## src/rtl/lerb_pkg.sv

```systemverilog
package lerb_pkg;

	localparam int RING_DEPTH = 32;
	localparam int IDX_W      = (RING_DEPTH > 1) ? $clog2(RING_DEPTH) : 1;
	localparam int FILL_W     = $clog2(RING_DEPTH + 1);

	localparam logic [7:0] CODE_BS = 8'd8;
	localparam logic [7:0] CODE_NL = 8'd10;

	typedef enum logic [2:0] {
		KIND_ECHO  = 3'd0,
		KIND_ERASE = 3'd1,
		KIND_WAKE  = 3'd2,
		KIND_RBYTE = 3'd3,
		KIND_REND  = 3'd4,
		KIND_BLOCK = 3'd5
	} kind_t;

	typedef enum logic [2:0] {
		ST_IDLE,
		ST_T_ECHO,
		ST_T_WAKE,
		ST_R_CHK,
		ST_R_POP,
		ST_R_END
	} ctrl_state_t;

	// Commands from the controller to the datapath.
	typedef struct packed {
		logic  accept;
		logic  emit;
		kind_t kind;
		logic  last;
		logic  pop;
		logic  set_wait;
		logic  clr_wait;
	} ctrl_cmd_t;

	// Status from the datapath to the controller.
	typedef struct packed {
		logic slot_free;
		logic echo_on;
		logic is_bs;
		logic is_nl;
		logic bs_hit;
		logic waiting;
		logic line_avail;
		logic max_zero;
		logic pop_done;
	} dp_status_t;

	function automatic logic [IDX_W-1:0] idx_inc(input logic [IDX_W-1:0] i);
		return (i == IDX_W'(RING_DEPTH - 1)) ? '0 : i + IDX_W'(1);
	endfunction

	function automatic logic [IDX_W-1:0] idx_dec(input logic [IDX_W-1:0] i);
		return (i == '0) ? IDX_W'(RING_DEPTH - 1) : i - IDX_W'(1);
	endfunction

endpackage

```

## src/rtl/lerb_dp.sv

```systemverilog
module lerb_dp (
	input  logic                clk,
	input  logic                arst_n,
	input  logic                cmd,
	input  logic [7:0]          char_in,
	input  logic [6:0]          read_limit,
	input  logic                cfg_we,
	input  logic                cfg_wdata,
	input  logic                out_ready,
	output logic                out_valid,
	output logic [2:0]          kind,
	output logic [7:0]          data,
	output logic [5:0]          count,
	output logic                last,
	input  lerb_pkg::ctrl_cmd_t ctl,
	output lerb_pkg::dp_status_t st
);

	logic [7:0]                      mem [lerb_pkg::RING_DEPTH];
	logic [7:0]                      rd_data_q;
	logic [lerb_pkg::IDX_W-1:0]      rd_addr;
	logic [lerb_pkg::IDX_W-1:0]      head_q;
	logic [lerb_pkg::IDX_W-1:0]      tail_q;
	logic [lerb_pkg::FILL_W-1:0]     fill_q;
	logic [lerb_pkg::FILL_W-1:0]     got_q;
	logic [lerb_pkg::RING_DEPTH-1:0] nl_vec_q;
	logic                            wait_q;
	logic                            echo_q;
	logic                            bs_hit_q;
	logic [7:0]                      char_q;
	logic [6:0]                      limit_q;
	logic                            out_valid_q;
	logic [2:0]                      kind_q;
	logic [7:0]                      data_q;
	logic [5:0]                      count_q;
	logic                            last_q;
	logic                            acc_typed;
	logic                            in_bs;

	assign acc_typed = ctl.accept && !cmd;
	assign in_bs     = (char_in == lerb_pkg::CODE_BS);

	// The read port runs ahead by one entry while popping, so a byte per cycle comes out while the output slot is free.
	assign rd_addr = ctl.pop ? lerb_pkg::idx_inc(tail_q) : tail_q;

	always_ff @(posedge clk) begin
		if (acc_typed && !in_bs && fill_q != lerb_pkg::FILL_W'(lerb_pkg::RING_DEPTH)) begin
			mem[head_q] <= char_in;
		end
		rd_data_q <= mem[rd_addr];
	end

	always_ff @(posedge clk or negedge arst_n) begin
		if (!arst_n) begin
			head_q   <= '0;
			tail_q   <= '0;
			fill_q   <= '0;
			got_q    <= '0;
			nl_vec_q <= '0;
			wait_q   <= 1'b0;
			echo_q   <= 1'b1;
			bs_hit_q <= 1'b0;
		end else begin
			if (cfg_we) begin
				echo_q <= cfg_wdata;
			end
			if (ctl.accept) begin
				got_q <= '0;
			end
			if (acc_typed) begin
				if (in_bs) begin
					bs_hit_q <= (fill_q != '0);
					if (fill_q != '0) begin
						head_q                            <= lerb_pkg::idx_dec(head_q);
						fill_q                            <= fill_q - lerb_pkg::FILL_W'(1);
						nl_vec_q[lerb_pkg::idx_dec(head_q)] <= 1'b0;
					end
				end else if (fill_q != lerb_pkg::FILL_W'(lerb_pkg::RING_DEPTH)) begin
					head_q           <= lerb_pkg::idx_inc(head_q);
					fill_q           <= fill_q + lerb_pkg::FILL_W'(1);
					nl_vec_q[head_q] <= (char_in == lerb_pkg::CODE_NL);
				end
			end
			if (ctl.pop) begin
				tail_q           <= lerb_pkg::idx_inc(tail_q);
				fill_q           <= fill_q - lerb_pkg::FILL_W'(1);
				nl_vec_q[tail_q] <= 1'b0;
				got_q            <= got_q + lerb_pkg::FILL_W'(1);
			end
			if (ctl.set_wait) begin
				wait_q <= 1'b1;
			end else if (ctl.clr_wait) begin
				wait_q <= 1'b0;
			end
		end
	end

	always_ff @(posedge clk) begin
		if (ctl.accept) begin
			char_q  <= char_in;
			limit_q <= read_limit;
		end
	end

	// Output register.
	always_ff @(posedge clk or negedge arst_n) begin
		if (!arst_n) begin
			out_valid_q <= 1'b0;
		end else if (ctl.emit) begin
			out_valid_q <= 1'b1;
		end else if (out_ready) begin
			out_valid_q <= 1'b0;
		end
	end

	always_ff @(posedge clk) begin
		if (ctl.emit) begin
			kind_q  <= ctl.kind;
			last_q  <= ctl.last;
			data_q  <= (ctl.kind == lerb_pkg::KIND_ECHO)  ? char_q :
			           (ctl.kind == lerb_pkg::KIND_RBYTE) ? rd_data_q : 8'd0;
			count_q <= (ctl.kind == lerb_pkg::KIND_REND) ? 6'(got_q) : 6'd0;
		end
	end

	assign out_valid = out_valid_q;
	assign kind      = kind_q;
	assign data      = data_q;
	assign count     = count_q;
	assign last      = last_q;

	always_comb begin
		st.slot_free  = !out_valid_q || out_ready;
		st.echo_on    = echo_q;
		st.is_bs      = (char_q == lerb_pkg::CODE_BS);
		st.is_nl      = (char_q == lerb_pkg::CODE_NL);
		st.bs_hit     = bs_hit_q;
		st.waiting    = wait_q;
		st.line_avail = |nl_vec_q;
		st.max_zero   = (limit_q <= 7'd1);
		st.pop_done   = (rd_data_q == lerb_pkg::CODE_NL) ||
		                (8'(got_q) + 8'd1 == 8'(limit_q - 7'd1));
	end

	a_fill_bound: assert property (@(posedge clk) disable iff (!arst_n)
		int'(fill_q) <= lerb_pkg::RING_DEPTH)
		else $error("fill level beyond ring depth");

	a_ptr_consistent: assert property (@(posedge clk) disable iff (!arst_n)
		((int'(tail_q) + int'(fill_q)) % lerb_pkg::RING_DEPTH) == int'(head_q))
		else $error("head, tail and fill level disagree");

	a_pop_nonempty: assert property (@(posedge clk) disable iff (!arst_n)
		ctl.pop |-> (fill_q != '0) && (|nl_vec_q))
		else $error("pop without a stored line");

	a_emit_slot: assert property (@(posedge clk) disable iff (!arst_n)
		ctl.emit |-> (!out_valid_q || out_ready))
		else $error("result overwrites one not yet transferred");

endmodule

```

## src/rtl/lerb_ctrl.sv

```systemverilog
module lerb_ctrl (
	input  logic                 clk,
	input  logic                 arst_n,
	input  logic                 in_valid,
	output logic                 in_ready,
	input  logic                 cmd,
	input  lerb_pkg::dp_status_t st,
	output lerb_pkg::ctrl_cmd_t  ctl
);

	lerb_pkg::ctrl_state_t state_q;
	lerb_pkg::ctrl_state_t state_d;
	logic                  need_echo;
	logic                  need_wake;

	assign need_echo = st.echo_on && (!st.is_bs || st.bs_hit);
	assign need_wake = !st.is_bs && st.is_nl && st.waiting;

	always_ff @(posedge clk or negedge arst_n) begin
		if (!arst_n) begin
			state_q <= lerb_pkg::ST_IDLE;
		end else begin
			state_q <= state_d;
		end
	end

	always_comb begin
		state_d      = state_q;
		in_ready     = 1'b0;
		ctl          = '0;
		ctl.kind     = lerb_pkg::KIND_ECHO;
		case (state_q)
			lerb_pkg::ST_IDLE: begin
				in_ready = 1'b1;
				if (in_valid) begin
					ctl.accept = 1'b1;
					state_d    = cmd ? lerb_pkg::ST_R_CHK : lerb_pkg::ST_T_ECHO;
				end
			end
			lerb_pkg::ST_T_ECHO: begin
				if (need_echo) begin
					if (st.slot_free) begin
						ctl.emit = 1'b1;
						ctl.kind = st.is_bs ? lerb_pkg::KIND_ERASE : lerb_pkg::KIND_ECHO;
						ctl.last = !need_wake;
						state_d  = need_wake ? lerb_pkg::ST_T_WAKE : lerb_pkg::ST_IDLE;
					end
				end else begin
					state_d = need_wake ? lerb_pkg::ST_T_WAKE : lerb_pkg::ST_IDLE;
				end
			end
			lerb_pkg::ST_T_WAKE: begin
				if (st.slot_free) begin
					ctl.emit     = 1'b1;
					ctl.kind     = lerb_pkg::KIND_WAKE;
					ctl.last     = 1'b1;
					ctl.clr_wait = 1'b1;
					state_d      = lerb_pkg::ST_IDLE;
				end
			end
			lerb_pkg::ST_R_CHK: begin
				if (!st.line_avail) begin
					if (st.slot_free) begin
						ctl.emit     = 1'b1;
						ctl.kind     = lerb_pkg::KIND_BLOCK;
						ctl.last     = 1'b1;
						ctl.set_wait = 1'b1;
						state_d      = lerb_pkg::ST_IDLE;
					end
				end else if (st.max_zero) begin
					state_d = lerb_pkg::ST_R_END;
				end else begin
					state_d = lerb_pkg::ST_R_POP;
				end
			end
			lerb_pkg::ST_R_POP: begin
				if (st.slot_free) begin
					ctl.emit = 1'b1;
					ctl.kind = lerb_pkg::KIND_RBYTE;
					ctl.pop  = 1'b1;
					if (st.pop_done) begin
						state_d = lerb_pkg::ST_R_END;
					end
				end
			end
			lerb_pkg::ST_R_END: begin
				if (st.slot_free) begin
					ctl.emit = 1'b1;
					ctl.kind = lerb_pkg::KIND_REND;
					ctl.last = 1'b1;
					state_d  = lerb_pkg::ST_IDLE;
				end
			end
			default: begin
				state_d = lerb_pkg::ST_IDLE;
			end
		endcase
	end

endmodule

```

## src/rtl/line_edit_ring_buffer_top.sv

```systemverilog
// Terminal line buffer for typed characters, with line reads.
// Input channel (in_valid/in_ready): cmd 0 carries a typed byte in char_in, cmd 1 asks
// for one line of at most read_limit-1 bytes. One item is taken at a time: in_ready is
// high only while no earlier item is still producing results.
// Output channel (out_valid/out_ready): a stream of results, each with kind, data and
// count; last marks the final result of an item. An item may also produce no result.
// The first result of a typed byte is registered after the controller passes from idle
// to its echo state; a read checks for a stored line, then returns one byte per cycle
// while the output slot is free, and a closing count. That rate is set by the single
// read port of the ring memory, which is read one entry ahead while popping.
// The output register lets the final result of an item wait for the receiver while the
// next item is transferred; while the receiver stalls, processing pauses with all
// state held and no result is lost. The echo_on register (cfg_we/cfg_wdata) is to be
// written by the user only while the block is idle; the block does not enforce this.
// Reset clears the ring to empty, the waiting-reader mark and the output, and sets echo
// on; the ring memory itself is not cleared, as only entries inside the fill are output.
module line_edit_ring_buffer_top (
	input  logic       clk,
	input  logic       arst_n,
	input  logic       in_valid,
	output logic       in_ready,
	input  logic       cmd,
	input  logic [7:0] char_in,
	input  logic [6:0] read_limit,
	input  logic       cfg_we,
	input  logic       cfg_wdata,
	output logic       out_valid,
	input  logic       out_ready,
	output logic [2:0] kind,
	output logic [7:0] data,
	output logic [5:0] count,
	output logic       last
);

	// Command and status between the sequencer and the ring datapath.
	lerb_pkg::ctrl_cmd_t  ctl;
	lerb_pkg::dp_status_t st;

	// The controller decides which results an item gives and in what order.
	lerb_ctrl u_ctrl (
		.clk      (clk),
		.arst_n   (arst_n),
		.in_valid (in_valid),
		.in_ready (in_ready),
		.cmd      (cmd),
		.st       (st),
		.ctl      (ctl)
	);

	// The datapath holds the ring, its pointers and the output register.
	lerb_dp u_dp (
		.clk        (clk),
		.arst_n     (arst_n),
		.cmd        (cmd),
		.char_in    (char_in),
		.read_limit (read_limit),
		.cfg_we     (cfg_we),
		.cfg_wdata  (cfg_wdata),
		.out_ready  (out_ready),
		.out_valid  (out_valid),
		.kind       (kind),
		.data       (data),
		.count      (count),
		.last       (last),
		.ctl        (ctl),
		.st         (st)
	);

endmodule
```

## config.mk

```make
export PLATFORM = sky130hd
export DESIGN_NAME = line_edit_ring_buffer_top
export DESIGN_NICKNAME = d
export VERILOG_FILES = /design/src/rtl/lerb_pkg.sv /design/src/rtl/lerb_dp.sv /design/src/rtl/lerb_ctrl.sv /design/src/rtl/line_edit_ring_buffer_top.sv
export SDC_FILE = /design/constraint.sdc
export NUM_CORES = 1
export LEC_CHECK = 0
export BUFFER_PORTS_ARGS = -buffer_cell sky130_fd_sc_hd__buf_2
export CAP_MARGIN = 0
export CORE_MARGIN = 2
export CORE_UTILIZATION = 45
export DETAILED_ROUTE_END_ITERATION = 10
export PLACE_DENSITY = 0.69
export SLEW_MARGIN = 20
export SYNTH_ARGS = -nofsm -noshare
export SYNTH_HDL_FRONTEND = slang
export SYNTH_SLANG_ARGS = --single-unit
```

## constraint.sdc

```tcl
create_clock -name clk -period 3.5 [get_ports clk]
set_clock_uncertainty 0.05 [all_clocks]
set_input_delay 0.525 -clock clk [delete_from_list [all_inputs] [get_ports clk]]
set_output_delay 0.525 -clock clk [all_outputs]
set_load 0.01 [all_outputs]
```

==> impl_metrics.yaml, run 1 <==
hold_path:
  min-delay-start: "read_limit[1]"
  hp-class: "in2reg"
  min_to: "u_dp.limit_q[1]"
  worstHoldPathCells: 1
sta:
  slew_viol_final: 0
  final.min_clock_period_ns: 3.21
  rsz0062_at_grt: "no"
  hold_viol_final: 0
  setup_tns_ns: 0
  fmaxAchievable_ghz: 0.312
  fin_crit_sh_pct: 91.7
  report.final.setup_viol: 0
  maxSlewHeadroom_pct: 28.0
  tightest_slew_ns: 1.08
job:
  cap_violations: 0
grt:
  grt_max_degree: 54
  antenna_found_initial: 0
  grt_pass1_vias: 9607
  grt_pass1_wl_mm: 57.5
  grtUsageTotal_pct: 21.0
  overflow: 0
synthesis:
  ys_ff_latch: 358
  synth_flop_cell: "edfxtp_1"
  synth_edf_count: 289
  syn_nets: 1159
  ys_seq_area_share_pct: 65.8
  yosysUniqueCellTypes: 67
  syn_inst: 1121
  syn_area_per_cell_sq_um: 14.0
  ys_warn_count: 0
  synth_area_sq_um: 15700
  async_reset_ff_share_pct: 17.0
cts:
  cts_tree: "done"
  clk_pin_slew_ns: 0.07
  clockBufferDepth: 3
  clock-sinks: 358
  cts_buffers: 36
  cts_root_buf: "clkbuf_16"
  htreeDepth: 2
  clk_latency_ns: 0.55
setup_path:
  rr_worst_depth: 10
  r2r_end: "u_dp.rd_data_q[3]"
  worstSetupPathType: "reg2reg"
  r2r_slack_ns: 0.29
  startpoint_type: "register"
  r2r_start: "u_dp.tail_q[1]"
  cp_data_arrival_time_ns: 3.55
  crit_fanout: 8
  worstPathRequired_ns: 3.84
  worstSetupEndpointType: "register"
detailed_routing:
  top_layer: "met4"
  drt_first_pass_iters: 6
  routed_wl_mm: 37.5
  wl_met1_mm: 16.3
  via_count: 9783
  drt_iter0_markers: 815
  met2WireLength_mm: 17.1
  ant_nets: 0
  viasPerCell: 5.82
  drc: 0
  wl_met3_mm: 2.66
  wl_per_cell_um: 22.3
die:
  core_area_sq_um: 34500
  ios: 42
  die_x_um: 191
  start_util_pct: 45.7
  rows: 68
  die-area_sq_um: 36500
  die-height_um: 191
placed_design:
  place.detailed.hpwl_mm: 24.9
  place_congestion: 0.890
  io_buffers: 41
layout:
  post_route_cells_drive_above_1_share_pct: 13.7
  final_cell_mix: "edfxtp_1 (289), mux2i_1 (194), nor2_1 (68), nand2_1 (60), dfrtp_1 (60)"
  areaGrowthSynthToFinish_pct: 13.2
  antenna_cells: 0
  final_common_cell: "edfxtp_1"
  finalNetCount: 1239
power_and_ir_drop:
  p_total_mw: 13.9
  power_density_nw_per_um2: 780
  peakVddDrop_uv: 486
  leakage_nw: 6.60
status:
  outcome: "finished clean"
==> area by class of cell <==
| type | count | area [sq um] |
|---|---|---|
| repair buffers | 92 | 628 |
| well taps | 455 | 569 |
| clock inverters | 19 | 169 |
| clock buffers | 45 | 965 |
| inverters | 28 | 105 |
| fillers | 2836 | 16600 |
| flip-flops and latches | 358 | 10400 |
| multi-input cells | 685 | 5020 |
==> critical path, cell delays in order, from the launching register on <==
cell and delay [ns]:
dfrtp_1 0.44, ha_1 0.22, and3_1 0.22, ha_1 0.26
nor3_1 0.42, nand2_1 0.10, o21a_1 0.25, inv_1 0.16
nand2_1 0.31, o22ai_1 0.52, nor4_1 0.11
==> synthesized netlist by cell type, types with 16 or more instances <==
library cell | count | area share [%]
ha_1 | 16 | 1.3
nand2_1 | 60 | 1.4
inv_1 | 28 | 0.67
o21ai_0 | 45 | 1.4
nor3_1 | 19 | 0.60
nor4_1 | 21 | 0.83
buf_4 | 17 | 0.81
xnor2_1 | 17 | 0.95
edfxtp_1 | 289 | 55
dfrtp_1 | 60 | 9.5
o22ai_1 | 34 | 1.4
nor2_1 | 68 | 1.6
nand3_1 | 28 | 0.89
a21oi_1 | 21 | 0.67
mux2i_1 | 194 | 12
==> stage by stage <==
step,hold WS [ns],worst slack (ns),instance area [sq um],cells,utilization (%)
floorplan,0.179,0.449,15700,1121,-
global placement,0.436,0.298,16600,1611,48.3
detailed placement,0.439,0.263,16600,1611,48.3
CTS,0.0929,0.238,17800,1676,51.6
global route,0.0986,0.113,17800,1682,51.7
finish,0.109,0.292,17800,1682,51.7
==> routing by layer <==
layer,track usage (%),up-vias
li1,-,4478
met1,28.2,4859
met2,32.9,356
met3,4.53,90
met4,9.24,0
met5,0,-
==> how the worst max path moves through the flow <==
stage,depth (start not counted),slack [ns],from,to
floorplan,9,0.45,u_ctrl.state_q[1],u_dp.nl_vec_q[9]
global placement,7,0.30,char_in[6],u_dp.mem[14][1]
detailed placement,10,0.26,u_dp.tail_q[1],u_dp.rd_data_q[4]
CTS,10,0.24,u_dp.tail_q[1],u_dp.rd_data_q[4]
global route,10,0.11,u_dp.tail_q[1],u_dp.rd_data_q[2]
finish,10,0.29,u_dp.tail_q[1],u_dp.rd_data_q[3]
==> report_power, final <==
part	internal [mW]	switching [mW]
clock network	2.12	1.60
registers	5.10	0.367
logic	1.94	2.77
==> timing repair <==
action                                  4_1_cts  5_1_grt
hold buffers                                  1        0
gates resized for setup                       0        0
hold endpoints to repair                     25        0
setup buffers                                 0        6
endpoints found under the setup margin        0        5
==> flip-flops by register name, indices dropped and copies added (netlist names) <==
signal,cells
u_dp.out_valid,1
u_dp.mem,256
u_ctrl.state_q,3
u_dp.echo_q,1
u_dp.count,6
u_dp.tail_q,5
u_dp.kind,3
u_dp.last,1
u_dp.data,8
u_dp.wait_q,1
u_dp.got_q,6
u_dp.bs_hit_q,1
u_dp.nl_vec_q,32
u_dp.fill_q,6
u_dp.head_q,5
u_dp.limit_q,7
u_dp.char_q,8
u_dp.rd_data_q,8
==> cells by family (layout without fill, tap and decap cells) <==
family,count (synthesis),in the layout,share of synthesized area (%)
xor gates and xnor gates,27,27,1.50
DFF,358,358,65.8
AOI/OAI and AO/OA,188,188,7.93
and+or+nand+nor,253,253,8.19
muxes,201,201,12.8
adders and majority gates,16,16,1.27
buffers and inverters,78,184,2.42
Power figures use the tool's default switching activity.
==> run 2, diff against run 1 <==
--- a/config.mk
+++ b/config.mk
@@ -9,6 +9,7 @@
 export CAP_MARGIN = 0
 export CORE_MARGIN = 2
 export CORE_UTILIZATION = 45
+export CTS_BUF_LIST = sky130_fd_sc_hd__clkbuf_4 sky130_fd_sc_hd__clkbuf_8 sky130_fd_sc_hd__clkbuf_16
 export DETAILED_ROUTE_END_ITERATION = 10
 export PLACE_DENSITY = 0.69
 export SLEW_MARGIN = 20
==> impl_metrics.yaml, run 2 (synthesized netlist as in run 1, its figures left out) <==
layout:
  top_register: "u_dp.mem"
  finalNetCount: 1239
  antenna_cells: 0
  reg.largest.list: "u_dp.mem x256, u_dp.nl_vec_q x32"
  largest_reg_flops: 256
  fillCellCount: 2834
  final_common_cell: "edfxtp_1"
  areaGrowthSynthToFinish_pct: 13.3
  final_cell_mix: "edfxtp_1 (289), mux2i_1 (194), nor2_1 (68), nand2_1 (60), dfrtp_1 (60)"
  post_route_cells_drive_above_1_share_pct: 14.2
cts:
  htreeDepth: 2
  cts_resized: 0
  cts_tree: "done"
  clock-sinks: 358
  clk_pin_slew_ns: 0.06
  cts_root_buf: "clkbuf_16"
  clockBufferDepth: 3
  clk_latency_ns: 0.55
  cts_buffers: 36
detailed_routing:
  via_count: 9795
  routed_wl_mm: 37.5
  drc: 0
  viasPerCell: 5.82
  drt_first_pass_iters: 6
  drt_iter0_markers: 931
  wl_per_cell_um: 22.3
  ant_nets: 0
grt:
  grtUsageTotal_pct: 21.0
  grt_pass1_vias: 9610
  grt_max_degree: 54
  overflow: 0
  antenna_found_initial: 0
  grt_pass1_wl_mm: 57.6
power_and_ir_drop:
  power_density_nw_per_um2: 781
  leakage_nw: 6.62
  p_total_mw: 13.9
  peakVddDrop_uv: 486
placed_design:
  place.detailed.hpwl_mm: 24.9
  io_buffers: 41
  place_congestion: 0.890
hold_path:
  hp-class: "in2reg"
setup_path:
  worstSetupPathType: "reg2reg"
  worstPathRequired_ns: 3.84
  worstSetupEndpointType: "register"
  cp_data_arrival_time_ns: 3.52
  r2r_slack_ns: 0.32
  crit_fanout: 8
  startpoint_type: "register"
sta:
  fin_crit_sh_pct: 90.8
  hold_viol_final: 0
  setup_tns_ns: 0
  maxSlewHeadroom_pct: 26.8
  report.final.setup_viol: 0
  slew_viol_final: 0
  fmaxAchievable_ghz: 0.315
  tightest_slew_ns: 1.09
  final.min_clock_period_ns: 3.18
  rsz0062_at_grt: "no"
die:
  die-area_sq_um: 36500
  ios: 42
  die_x_um: 191
  start_util_pct: 45.7
  rows: 68
  die-height_um: 191
  core_area_sq_um: 34500
status:
  outcome: "finished clean"
job:
  cap_violations: 0
==> run 2: path summary, 6_finish.rpt <==
path | startpoint | cells after the start | to
min | read_limit[1] | 1 | u_dp.limit_q[1]
min reg2reg | u_dp.fill_q[4] | 1 | u_dp.fill_q[4]
max | u_dp.tail_q[1] | 10 | u_dp.rd_data_q[3]
max reg2reg | u_dp.tail_q[1] | 10 | u_dp.rd_data_q[3]
max in group asynchronous | arst_n | 3 | u_dp.nl_vec_q[25]
min in group asynchronous | arst_n | 2 | u_dp.fill_q[4]
==> run 2: repair_timing <==
action / 4_1_cts / 5_1_grt
setup buffers: 0 / 6
endpoints found under the hold margin: 25 / 0
hold buffers: 1 / 0
endpoints found under the setup margin: 0 / 5
==> run 2: metal layers <==
metal	track usage (%)	up-vias	wire, um
met5	0	-	0
met4	9.24	0	1430
met3	4.53	93	2590
met2	32.9	374	17300
met1	28.2	4852	16200
li1	-	4476	-
==> run 2: worst max-delay path, stage by stage (launching register included) <==
cell	delay, ns
dfrtp_1	0.45
ha_1	0.22
and3_1	0.22
ha_1	0.26
nor3_1	0.42
nand2_1	0.10
o21a_1	0.24
inv_1	0.16
nand2_1	0.30
o22ai_1	0.50
nor4_1	0.11
==> run 2: cell type report <==
class / instances / area, sq um / area share, %
clock inverter: 19 / 169 / 0.947
timing repair buffer: 92 / 628 / 3.52
inverter: 28 / 105 / 0.589
sequential: 358 / 10400 / 58.1
multi-input combinational: 685 / 5020 / 28.1
clock buffer: 45 / 987 / 5.53
tap: 455 / 569 / 3.19
==> run 2: power by group <==
part | leakage, nW | switching [mW] | internal [mW]
logic | 2.56 | 2.77 | 1.94
clock network | 0.577 | 1.60 | 2.16
registers | 3.49 | 0.368 | 5.10
total | 6.62 | 4.73 | 9.20
==> run 2: through the flow <==
| stage | hold WS [ns] | std cells | utilization [%] | area [sq um] | setup slack, ns |
|---|---|---|---|---|---|
| after floorplan | 0.179 | 1121 | - | 15700 | 0.449 |
| after global placement | 0.436 | 1611 | 48.3 | 16600 | 0.298 |
| after detailed placement | 0.439 | 1611 | 48.3 | 16600 | 0.263 |
| after CTS | 0.0929 | 1676 | 51.7 | 17800 | 0.239 |
| after global routing | 0.0986 | 1682 | 51.8 | 17800 | 0.113 |
| final | 0.111 | 1682 | 51.8 | 17800 | 0.321 |
